`src/sv/dcrc_pkg.sv`:
```
// dcrc_pkg: shared widths, register indexes, control struct and clamp helper
// for the disc/ring coverage pipeline. No dependencies.
package dcrc_pkg;

  // Fixed-point and tile limits
  localparam int FRAC_BITS = 8;
  localparam int MAX_SIDE  = 130;

  // Port field widths
  localparam int COORD_W    = 8;
  localparam int RAD_W      = 15;
  localparam int SIDE_W     = 8;
  localparam int ALPHA_W    = 8;
  localparam int CFG_IDX_W  = 2;
  localparam int CFG_DATA_W = 16;

  // Derived datapath widths
  localparam int OFS_W       = $clog2(2 * MAX_SIDE);        // |2*dx| in pixels
  localparam int SUM_W       = 2 * OFS_W + 1;               // mx^2 + my^2
  localparam int S_W         = SUM_W + 2 * (FRAC_BITS - 1); // squared distance, Q.2F
  localparam int RT_W        = (S_W + 1) / 2;               // root bits
  localparam int S_EW        = 2 * RT_W;                    // radicand, even width
  localparam int D_W         = RT_W + 1;                    // rounded distance
  localparam int CV_W        = D_W + 2;                     // signed coverage sum
  localparam int COV_W       = FRAC_BITS + 1;               // coverage 0..1.0
  localparam int SQRT_STAGES = 6;
  localparam int SQRT_STEPS  = (RT_W + SQRT_STAGES - 1) / SQRT_STAGES;

  localparam int ONE_Q  = 1 << FRAC_BITS;
  localparam int HALF_Q = 1 << (FRAC_BITS - 1);

  typedef enum logic [CFG_IDX_W-1:0] {
    REG_RADIUS     = 2'd0,
    REG_RING_WIDTH = 2'd1,
    REG_TILE_SIDE  = 2'd2
  } cfg_reg_e;

  typedef struct packed {
    logic valid;
    logic outside;
  } pix_ctl_t;

  function automatic logic [COV_W-1:0] clamp_unit(input logic signed [CV_W-1:0] v);
    logic [COV_W-1:0] r;
    if (v < 0) begin
      r = '0;
    end else if (v > $signed(CV_W'(ONE_Q))) begin
      r = COV_W'(ONE_Q);
    end else begin
      r = COV_W'(v);
    end
    return r;
  endfunction

endpackage

```
`src/sv/disc_ring_coverage_alpha_top.sv`:
```
// disc_ring_coverage_alpha_top: antialiased disc/ring alpha per tile pixel.
// Instantiates dcrc_offset, dcrc_sqrt and dcrc_shade; depends on dcrc_pkg.
//
// Channel    Direction  Transaction when            Payload
// ---------  ---------  --------------------------  -----------------------------
// pixel      in         start && !busy              pixel_col_i, pixel_row_i
// result     out        alpha_valid_o (one cycle)   alpha_o
// config     in         cfg_valid_i && cfg_ready_o  cfg_index_i, cfg_data_i
//
// One pixel is taken every clock; busy never rises.
// Pipeline: 2 offset/square stages, 6 root stages, 1 rounding stage,
// 2 coverage/alpha stages. The square root sets the depth.
// The result strobe is a single cycle; the receiver cannot stall, so no
// back-pressure path exists and nothing is held.
// Reset clears the valid bits and the registers (radius 0, width 0, side 2).
module disc_ring_coverage_alpha_top (
  input  logic                           clk_i,
  input  logic                           rst_ni,
  // pixel transactions
  input  logic                           start,
  output logic                           busy,
  input  logic [dcrc_pkg::COORD_W-1:0]   pixel_col_i,
  input  logic [dcrc_pkg::COORD_W-1:0]   pixel_row_i,
  // results
  output logic [dcrc_pkg::ALPHA_W-1:0]   alpha_o,
  output logic                           alpha_valid_o,
  // configuration writes
  input  logic                           cfg_valid_i,
  output logic                           cfg_ready_o,
  input  logic [dcrc_pkg::CFG_IDX_W-1:0] cfg_index_i,
  input  logic [dcrc_pkg::CFG_DATA_W-1:0] cfg_data_i
);
  import dcrc_pkg::*;

  logic [RAD_W-1:0]  radius_q, radius_d;
  logic [RAD_W-1:0]  ring_width_q, ring_width_d;
  logic [SIDE_W-1:0] tile_side_q, tile_side_d;

  pix_ctl_t          ctl_sq, ctl_dist;
  logic [S_EW-1:0]   sq;
  logic [D_W-1:0]    pix_dist;
  logic              in_valid;

  // Fully pipelined, never stalls
  assign busy        = 1'b0;
  assign cfg_ready_o = 1'b1;
  assign in_valid    = start && !busy;

  // Register file; unknown indexes are dropped
  always_comb begin
    radius_d     = radius_q;
    ring_width_d = ring_width_q;
    tile_side_d  = tile_side_q;
    if (cfg_valid_i && cfg_ready_o) begin
      case (cfg_index_i)
        REG_RADIUS:     radius_d     = cfg_data_i[RAD_W-1:0];
        REG_RING_WIDTH: ring_width_d = cfg_data_i[RAD_W-1:0];
        REG_TILE_SIDE:  tile_side_d  = cfg_data_i[SIDE_W-1:0];
        default: ;
      endcase
    end
  end

  always_ff @(posedge clk_i or negedge rst_ni) begin
    if (!rst_ni) begin
      radius_q     <= '0;
      ring_width_q <= '0;
      tile_side_q  <= SIDE_W'(2);
    end else begin
      radius_q     <= radius_d;
      ring_width_q <= ring_width_d;
      tile_side_q  <= tile_side_d;
    end
  end

  // Offsets from tile centre and squared distance
  dcrc_offset u_offset (
    .clk_i       (clk_i),
    .rst_ni      (rst_ni),
    .in_valid_i  (in_valid),
    .pixel_col_i (pixel_col_i),
    .pixel_row_i (pixel_row_i),
    .tile_side_i (tile_side_q),
    .ctl_o       (ctl_sq),
    .sq_o        (sq)
  );

  // Distance, rounded to nearest 1/256 pixel
  dcrc_sqrt u_sqrt (
    .clk_i  (clk_i),
    .rst_ni (rst_ni),
    .ctl_i  (ctl_sq),
    .sq_i   (sq),
    .ctl_o  (ctl_dist),
    .dist_o (pix_dist)
  );

  // Coverage and alpha
  dcrc_shade u_shade (
    .clk_i         (clk_i),
    .rst_ni        (rst_ni),
    .ctl_i         (ctl_dist),
    .dist_i        (pix_dist),
    .radius_i      (radius_q),
    .ring_width_i  (ring_width_q),
    .alpha_o       (alpha_o),
    .alpha_valid_o (alpha_valid_o)
  );

endmodule

```
`src/sv/dcrc_offset.sv`:
```
// dcrc_offset: two pipeline stages - tile bounds check and centre offsets,
// then squared offset sum scaled to Q.2F. Depends on dcrc_pkg.
module dcrc_offset (
  input  logic                          clk_i,
  input  logic                          rst_ni,
  input  logic                          in_valid_i,
  input  logic [dcrc_pkg::COORD_W-1:0]  pixel_col_i,
  input  logic [dcrc_pkg::COORD_W-1:0]  pixel_row_i,
  input  logic [dcrc_pkg::SIDE_W-1:0]   tile_side_i,
  output dcrc_pkg::pix_ctl_t            ctl_o,
  output logic [dcrc_pkg::S_EW-1:0]     sq_o
);
  import dcrc_pkg::*;

  logic [SIDE_W-1:0]         side_eff;
  logic signed [COORD_W+1:0] twice_x, twice_y;
  logic [COORD_W+1:0]        mag_x, mag_y;
  logic [OFS_W-1:0]          mx_d, mx_q, my_d, my_q;
  pix_ctl_t                  ctl_a_d, ctl_a_q, ctl_b_q;
  logic [SUM_W-1:0]          sum;
  logic [S_EW-1:0]           sq_d, sq_q;

  // Stage A: effective side, bounds, |2*d| per axis
  always_comb begin
    if (int'(tile_side_i) > MAX_SIDE) begin
      side_eff = SIDE_W'(MAX_SIDE);
    end else begin
      side_eff = tile_side_i;
    end
    twice_x = $signed({1'b0, pixel_col_i, 1'b1}) - $signed({2'b00, side_eff});
    twice_y = $signed({1'b0, pixel_row_i, 1'b1}) - $signed({2'b00, side_eff});
    mag_x   = twice_x[COORD_W+1] ? (COORD_W+2)'(0) - twice_x : twice_x;
    mag_y   = twice_y[COORD_W+1] ? (COORD_W+2)'(0) - twice_y : twice_y;
    mx_d    = OFS_W'(mag_x);
    my_d    = OFS_W'(mag_y);
    ctl_a_d.valid   = in_valid_i;
    ctl_a_d.outside = (pixel_col_i >= side_eff) || (pixel_row_i >= side_eff);
  end

  // Stage B: (m<<(F-1))^2 summed = (mx^2 + my^2) << 2(F-1)
  always_comb begin
    sum  = SUM_W'(mx_q) * SUM_W'(mx_q) + SUM_W'(my_q) * SUM_W'(my_q);
    sq_d = S_EW'(sum) << (2 * (FRAC_BITS - 1));
  end

  always_ff @(posedge clk_i or negedge rst_ni) begin
    if (!rst_ni) begin
      ctl_a_q <= '0;
      ctl_b_q <= '0;
    end else begin
      ctl_a_q <= ctl_a_d;
      ctl_b_q <= ctl_a_q;
    end
  end

  always_ff @(posedge clk_i) begin
    mx_q <= mx_d;
    my_q <= my_d;
    sq_q <= sq_d;
  end

  assign ctl_o = ctl_b_q;
  assign sq_o  = sq_q;

endmodule

```
`src/sv/dcrc_sqrt.sv`:
```
// dcrc_sqrt: pipelined digit-by-digit square root, a few root bits per stage,
// then a round-to-nearest stage. Depends on dcrc_pkg.
module dcrc_sqrt (
  input  logic                       clk_i,
  input  logic                       rst_ni,
  input  dcrc_pkg::pix_ctl_t         ctl_i,
  input  logic [dcrc_pkg::S_EW-1:0]  sq_i,
  output dcrc_pkg::pix_ctl_t         ctl_o,
  output logic [dcrc_pkg::D_W-1:0]   dist_o
);
  import dcrc_pkg::*;

  logic [S_EW-1:0] rem_in  [SQRT_STAGES];
  logic [S_EW-1:0] res_in  [SQRT_STAGES];
  pix_ctl_t        ctl_in  [SQRT_STAGES];
  logic [S_EW-1:0] rem_d   [SQRT_STAGES];
  logic [S_EW-1:0] res_d   [SQRT_STAGES];
  logic [S_EW-1:0] rem_q   [SQRT_STAGES];
  logic [S_EW-1:0] res_q   [SQRT_STAGES];
  pix_ctl_t        ctl_q   [SQRT_STAGES];

  logic [D_W-1:0]  dist_d, dist_q;
  pix_ctl_t        ctl_out_q;

  for (genvar g = 0; g < SQRT_STAGES; g++) begin : g_stage
    if (g == 0) begin : g_first
      assign rem_in[g] = sq_i;
      assign res_in[g] = '0;
      assign ctl_in[g] = ctl_i;
    end else begin : g_next
      assign rem_in[g] = rem_q[g-1];
      assign res_in[g] = res_q[g-1];
      assign ctl_in[g] = ctl_q[g-1];
    end

    always_comb begin
      logic [S_EW-1:0] rem;
      logic [S_EW-1:0] res;
      logic [S_EW-1:0] bitv;
      logic [S_EW:0]   trial;
      rem   = rem_in[g];
      res   = res_in[g];
      bitv  = '0;
      trial = '0;
      for (int k = 0; k < SQRT_STEPS; k++) begin
        if (g * SQRT_STEPS + k < RT_W) begin
          bitv  = S_EW'(1) << (S_EW - 2 - 2 * (g * SQRT_STEPS + k));
          trial = {1'b0, res} + {1'b0, bitv};
          if ({1'b0, rem} >= trial) begin
            rem = rem - S_EW'(trial);
            res = (res >> 1) + bitv;
          end else begin
            res = res >> 1;
          end
        end
      end
      rem_d[g] = rem;
      res_d[g] = res;
    end

    always_ff @(posedge clk_i or negedge rst_ni) begin
      if (!rst_ni) begin
        ctl_q[g] <= '0;
      end else begin
        ctl_q[g] <= ctl_in[g];
      end
    end

    always_ff @(posedge clk_i) begin
      rem_q[g] <= rem_d[g];
      res_q[g] <= res_d[g];
    end
  end

  // Round to nearest: floor root, plus one when the remainder exceeds it
  assign dist_d = D_W'(res_q[SQRT_STAGES-1])
                + D_W'(rem_q[SQRT_STAGES-1] > res_q[SQRT_STAGES-1]);

  always_ff @(posedge clk_i or negedge rst_ni) begin
    if (!rst_ni) begin
      ctl_out_q <= '0;
    end else begin
      ctl_out_q <= ctl_q[SQRT_STAGES-1];
    end
  end

  always_ff @(posedge clk_i) begin
    dist_q <= dist_d;
  end

  assign ctl_o  = ctl_out_q;
  assign dist_o = dist_q;

endmodule

```
`src/sv/dcrc_shade.sv`:
```
// dcrc_shade: coverage from radius, ring width and distance, then scaling
// to an 8-bit alpha with rounding. Two register stages. Depends on dcrc_pkg.
module dcrc_shade (
  input  logic                        clk_i,
  input  logic                        rst_ni,
  input  dcrc_pkg::pix_ctl_t          ctl_i,
  input  logic [dcrc_pkg::D_W-1:0]    dist_i,
  input  logic [dcrc_pkg::RAD_W-1:0]  radius_i,
  input  logic [dcrc_pkg::RAD_W-1:0]  ring_width_i,
  output logic [dcrc_pkg::ALPHA_W-1:0] alpha_o,
  output logic                        alpha_valid_o
);
  import dcrc_pkg::*;

  logic signed [CV_W-1:0]  outer_raw, inner_raw;
  logic [COV_W-1:0]        outer_c, inner_c;
  logic signed [COV_W:0]   diff;
  logic [COV_W-1:0]        cov_d, cov_q;
  logic                    valid_q, alpha_valid_q;
  logic [COV_W+7:0]        scaled;
  logic [ALPHA_W-1:0]      alpha_d, alpha_q;

  // Stage 1: clamped outer coverage, less clamped inner coverage for a ring
  always_comb begin
    outer_raw = $signed(CV_W'(radius_i)) - $signed(CV_W'(dist_i))
              + $signed(CV_W'(HALF_Q));
    inner_raw = outer_raw - $signed(CV_W'(ring_width_i));
    outer_c   = clamp_unit(outer_raw);
    inner_c   = clamp_unit(inner_raw);
    diff      = $signed({1'b0, outer_c}) - $signed({1'b0, inner_c});
    if (ctl_i.outside) begin
      cov_d = '0;
    end else if (ring_width_i == '0) begin
      cov_d = outer_c;
    end else if (diff[COV_W]) begin
      cov_d = '0;
    end else begin
      cov_d = diff[COV_W-1:0];
    end
  end

  // Stage 2: cov * 255 + half, as (cov << 8) - cov
  always_comb begin
    scaled  = {cov_q, 8'h00} - (COV_W + 8)'(cov_q) + (COV_W + 8)'(HALF_Q);
    alpha_d = scaled[FRAC_BITS +: ALPHA_W];
  end

  always_ff @(posedge clk_i or negedge rst_ni) begin
    if (!rst_ni) begin
      valid_q       <= 1'b0;
      alpha_valid_q <= 1'b0;
    end else begin
      valid_q       <= ctl_i.valid;
      alpha_valid_q <= valid_q;
    end
  end

  always_ff @(posedge clk_i) begin
    cov_q   <= cov_d;
    alpha_q <= alpha_d;
  end

  assign alpha_o       = alpha_q;
  assign alpha_valid_o = alpha_valid_q;

endmodule

```
`config.mk`:
```
export PLATFORM = sky130hd
export DESIGN_NAME = disc_ring_coverage_alpha_top
export DESIGN_NICKNAME = d
export VERILOG_FILES = /design/src/sv/dcrc_pkg.sv /design/src/sv/disc_ring_coverage_alpha_top.sv /design/src/sv/dcrc_offset.sv /design/src/sv/dcrc_sqrt.sv /design/src/sv/dcrc_shade.sv
export SDC_FILE = /design/constraint.sdc
export NUM_CORES = 1
export LEC_CHECK = 0
export BUFFER_PORTS_ARGS = -buffer_cell sky130_fd_sc_hd__buf_2
export CAP_MARGIN = 10
export CORE_UTILIZATION = 25
export CTS_CLUSTER_SIZE = 40
export DETAILED_ROUTE_END_ITERATION = 10
export PLACE_DENSITY_LB_ADDON = 0.2
export SYNTH_ARGS = -nofsm -noshare
export SYNTH_HDL_FRONTEND = slang
export SYNTH_SLANG_ARGS = --single-unit
```
`constraint.sdc`:
```
create_clock -name clk_i -period 11.4 [get_ports clk_i]
set_input_delay 0.57 -clock clk_i [delete_from_list [all_inputs] [get_ports clk_i]]
set_output_delay 0.57 -clock clk_i [all_outputs]
set_load 0.005 [all_outputs]
```
==> summary.txt <==
Global route
  • Gr usage total: 12.2%
  • Largest net degree at the start of global routing: 59
  • Grt ovf: 0
  • Vias in the first global route: 21.6k
  • First-pass GRT wire length: 112 mm
  • Initial antenna violation count: 1

Critical path
  • Critical-path maximum fanout: 27
  • Setup CP Type: reg -> reg
  • Largest stage delay, worst path: 0.67 ns
  • Critical Path Slowest Stage Cell: nor4_1
  • Delay-heaviest family, CP: compound AO/OA/AOI/OAI gates
  • Worst Setup Start Kind: flop
  • R2r startpoint: u_sqrt.res_q[2][17]$_DFF_P_
  • Crit path required time: 11.89 ns
  • Worst setup path startpoint: u_sqrt.res_q[2][17]$_DFF_P_
  • Critical Path End Type: flop
  • Data arrival time of the worst path: 10.31 ns
  • Buf+Inv Stages, Crit Path: 3

Yosys
  • Compound-gate portion of the synthesized area: 17.1%
  • XOR/XNOR share of the synthesized area: 9.11%
  • Synthesized Nets: 3,646
  • Adder-Cell Fraction of Synth Area: 21.7%
  • Synth Warn #: 0
  • Combinational family with the most area after synthesis: adder cells
  • Simple-gate share of the synthesized area: 18.0%
  • Ys flop type: dfxtp_1
  • FF+latch count, synth: 332
  • Post-Syn Area: 27,400 µm²
  • Synthesized instance count: 3,199
  • Avg Inst Size Synth: 8.56 µm²
  • Sequential share of the synthesized area: 25.3%
  • Fraction of registers with async set/reset: 17.5%
  • Number of synthesized flops with an enable pin: 0
  • Synth cell types: 102
  • Mux cell area share after synthesis: 3.18%

Place
  • Placed cells: 4,611
  • Placed inst area: 29,200 µm²
  • Placer Congestion: 0.790
  • Detail Placement HPWL: 55.0 mm
  • Port Buffers: 45

Clocking
  • CTS clk-pin slew, worst paths: 0.05 ns
  • Post-CTS Setup Inserts: 0
  • CTS Hold Bufs: 0
  • Max Buffers Root-to-Sink: 3
  • Num CTS Buffers: 44
  • Latest clock arrival within the worst-skew pair: 0.60 ns
  • H-tree levels: 2
  • Root buffer cell: clkbuf_16
  • # resized after CTS: 0
  • CTS tree: yes
  • Total clock sinks: 332

STA
  • Final Critical Period: 9.81 ns
  • # setup viols final: 0
  • Period Utilization, post-route: 86.1%
  • Pin slew with the least headroom to its limit: 0.996 ns
  • Setup Total Neg Slack: 0 ns
  • Skew final: 0.0475 ns
  • RSZ-0062 raised after global routing: no
  • Max Slew Vio Count: 0
  • Slew margin rel.: 31.9%
  • Final Hold Vio Count: 0
  • Max frequency: 0.102 GHz
  • Hold Slack: 0.0756 ns

Finish
  • Fillers: 11.7k
  • Commonest non-fill, non-tap cells in the layout: 333 x inv_1, 302 x ha_1, 274 x dfxtp_1, 259 x nor2_1, 228 x nand2_1
  • Register area: 6940 µm²
  • Layout cells sized above 1: 7.75%
  • Non-filler cells, final: 4,691
  • Final #Nets: 3,690
  • Syn-to-layout area delta: 12.5%
  • Diode count: 0
  • Design Area, Final: 30,800 µm²
  • Multi-input gate area: 18,900 µm²
  • Most common cell after layout, fill and taps aside: inv_1

Routing
  • TritonRoute pass-1 iters: 5
  • DRC errors left: 0
  • Iter 0 DRT Violations: 975
  • DR vias/cell: 4.55
  • Wirelength per Cell: 14.4 µm
  • Remaining antenna violation count: 0
  • Vias post-DR: 21.3k
  • Total wire length: 67.3 mm

Min path
  • HP Start: start
  • Hold WC Path Type: in -> reg

Floorplanning
  • Die width: 333 µm
  • Row count: 121
  • Initial core utilization: 25.2%
  • Die area: 111,000 µm²
  • IO Pins: 49
  • Die H: 333 µm
  • Core Area: 109,000 µm²

Outcome
  • Outcome: completed

Flow run
  • Max cap viols: 0
-- worst reg2reg max path, delay by kind of cell, from the launching register on --
family,cells,cell delay (ns)
simple gates,7,2.36
compound gates,19,4.78
mux,1,0.32
xor+xnor,1,0.12
buf+inv,3,0.63
flops,1,0.32
fa+ha+maj,4,1.23
-- state kept, by name (all words and copies together), names as in the netlist --
signal	flops
u_sqrt.rem_q	142
u_sqrt.res_q	62
u_offset.sq_o	18
u_sqrt.dist_o	18
radius_q	15
ring_width_q	15
u_sqrt.ctl_in	10
u_offset.my_q	9
u_shade.cov_q	9
tile_side_q	8
u_offset.mx_q	8
u_shade.alpha_o	8
u_offset.ctl_a_q	2
u_offset.ctl_o	2
u_sqrt.ctl_o	2
u_sqrt.ctl_q	2
u_shade.alpha_valid_o	1
u_shade.valid_q	1
-- routing by layer --
metal	vias up	track usage, %	share of wire [%]
met1	9858	16.4	50
met5	-	0	0
met4	0	2.87	2.0
li1	11200	-	-
met2	192	20.6	46
met3	76	1.43	2.4
-- cell usage after synthesis, types with 14 or more instances --
library cell    n  area, µm²
a211oi_1       19        143
nor4_1         36        225
inv_1         333       1250
dfrtp_1        57       1430
nand3_1        64        320
ha_1          302       3780
clkbuf_1       43        161
o21bai_1       25        188
fa_1          107       2140
mux2_2         61        687
nand2b_1       42        263
nor2b_1        41        257
mux2i_1        16        160
or3_1          21        131
nor3_1         75        375
nand2_1       228        856
xnor2_1       191       1670
nand4_1        31        194
dfxtp_1       274       5490
xor2_1         92        806
and3_1         19        119
o21a_1         39        293
and2_1         66        413
o31ai_1        26        195
or2_2          19        119
o211ai_1       19        143
or4_1          14        105
a31oi_1        26        163
a21oi_1       201       1010
nor2_1        259        972
o21ai_0       145        726
a21boi_0       24        180
a21o_1         71        533
-- path summary, 6_finish.rpt --
kind / endpoint / slack [ns] / cells past startpoint
setup / recovery: u_sqrt.rem_q[3][28]$_DFF_P_ / 1.59 / 35
min in group asynchronous: tile_side_q[4]$_DFFE_PN0P_ / 0.12 / 2
setup reg to reg: u_sqrt.rem_q[3][28]$_DFF_P_ / 1.59 / 35
hold / removal: u_offset.ctl_a_q[1]$_DFF_PN0_ / 0.08 / 1
hold reg to reg: u_sqrt.res_q[4][10]$_DFF_P_ / 0.34 / 0
max in group asynchronous: ring_width_q[10]$_DFFE_PN0P_ / 10.78 / 2
-- logic make-up (layout without fill, tap and decap cells) --
family	after synthesis	count (layout)
compound gates	716	716
xor+xnor	284	284
fa+ha+maj	410	410
buf+inv	397	475
flops	332	332
mux	79	79
other cells	2	2
simple gates	979	979
-- layout make-up --
class | instances | share of cell area (%)
inverter | 339 | 4.13
tap | 1414 | 5.74
clock buffer | 60 | 4.09
timing repair buffer | 56 | 0.999
clock inverter | 20 | 1.05
multi-input combinational | 2470 | 61.5
sequential | 332 | 22.5
-- stage by stage --
step | utilization [%] | setup slack [ns]
2_1_floorplan | - | 3.16
3_3_place_gp | 26.9 | 1.49
3_5_place_dp | 26.9 | 1.48
4_1_cts | 28.3 | 1.46
5_1_grt | 28.3 | 0.384
6_report | 28.3 | 1.59
Power is not shown: default switching activity piles up to over one toggle a cycle in this logic, so the estimate is an artifact.
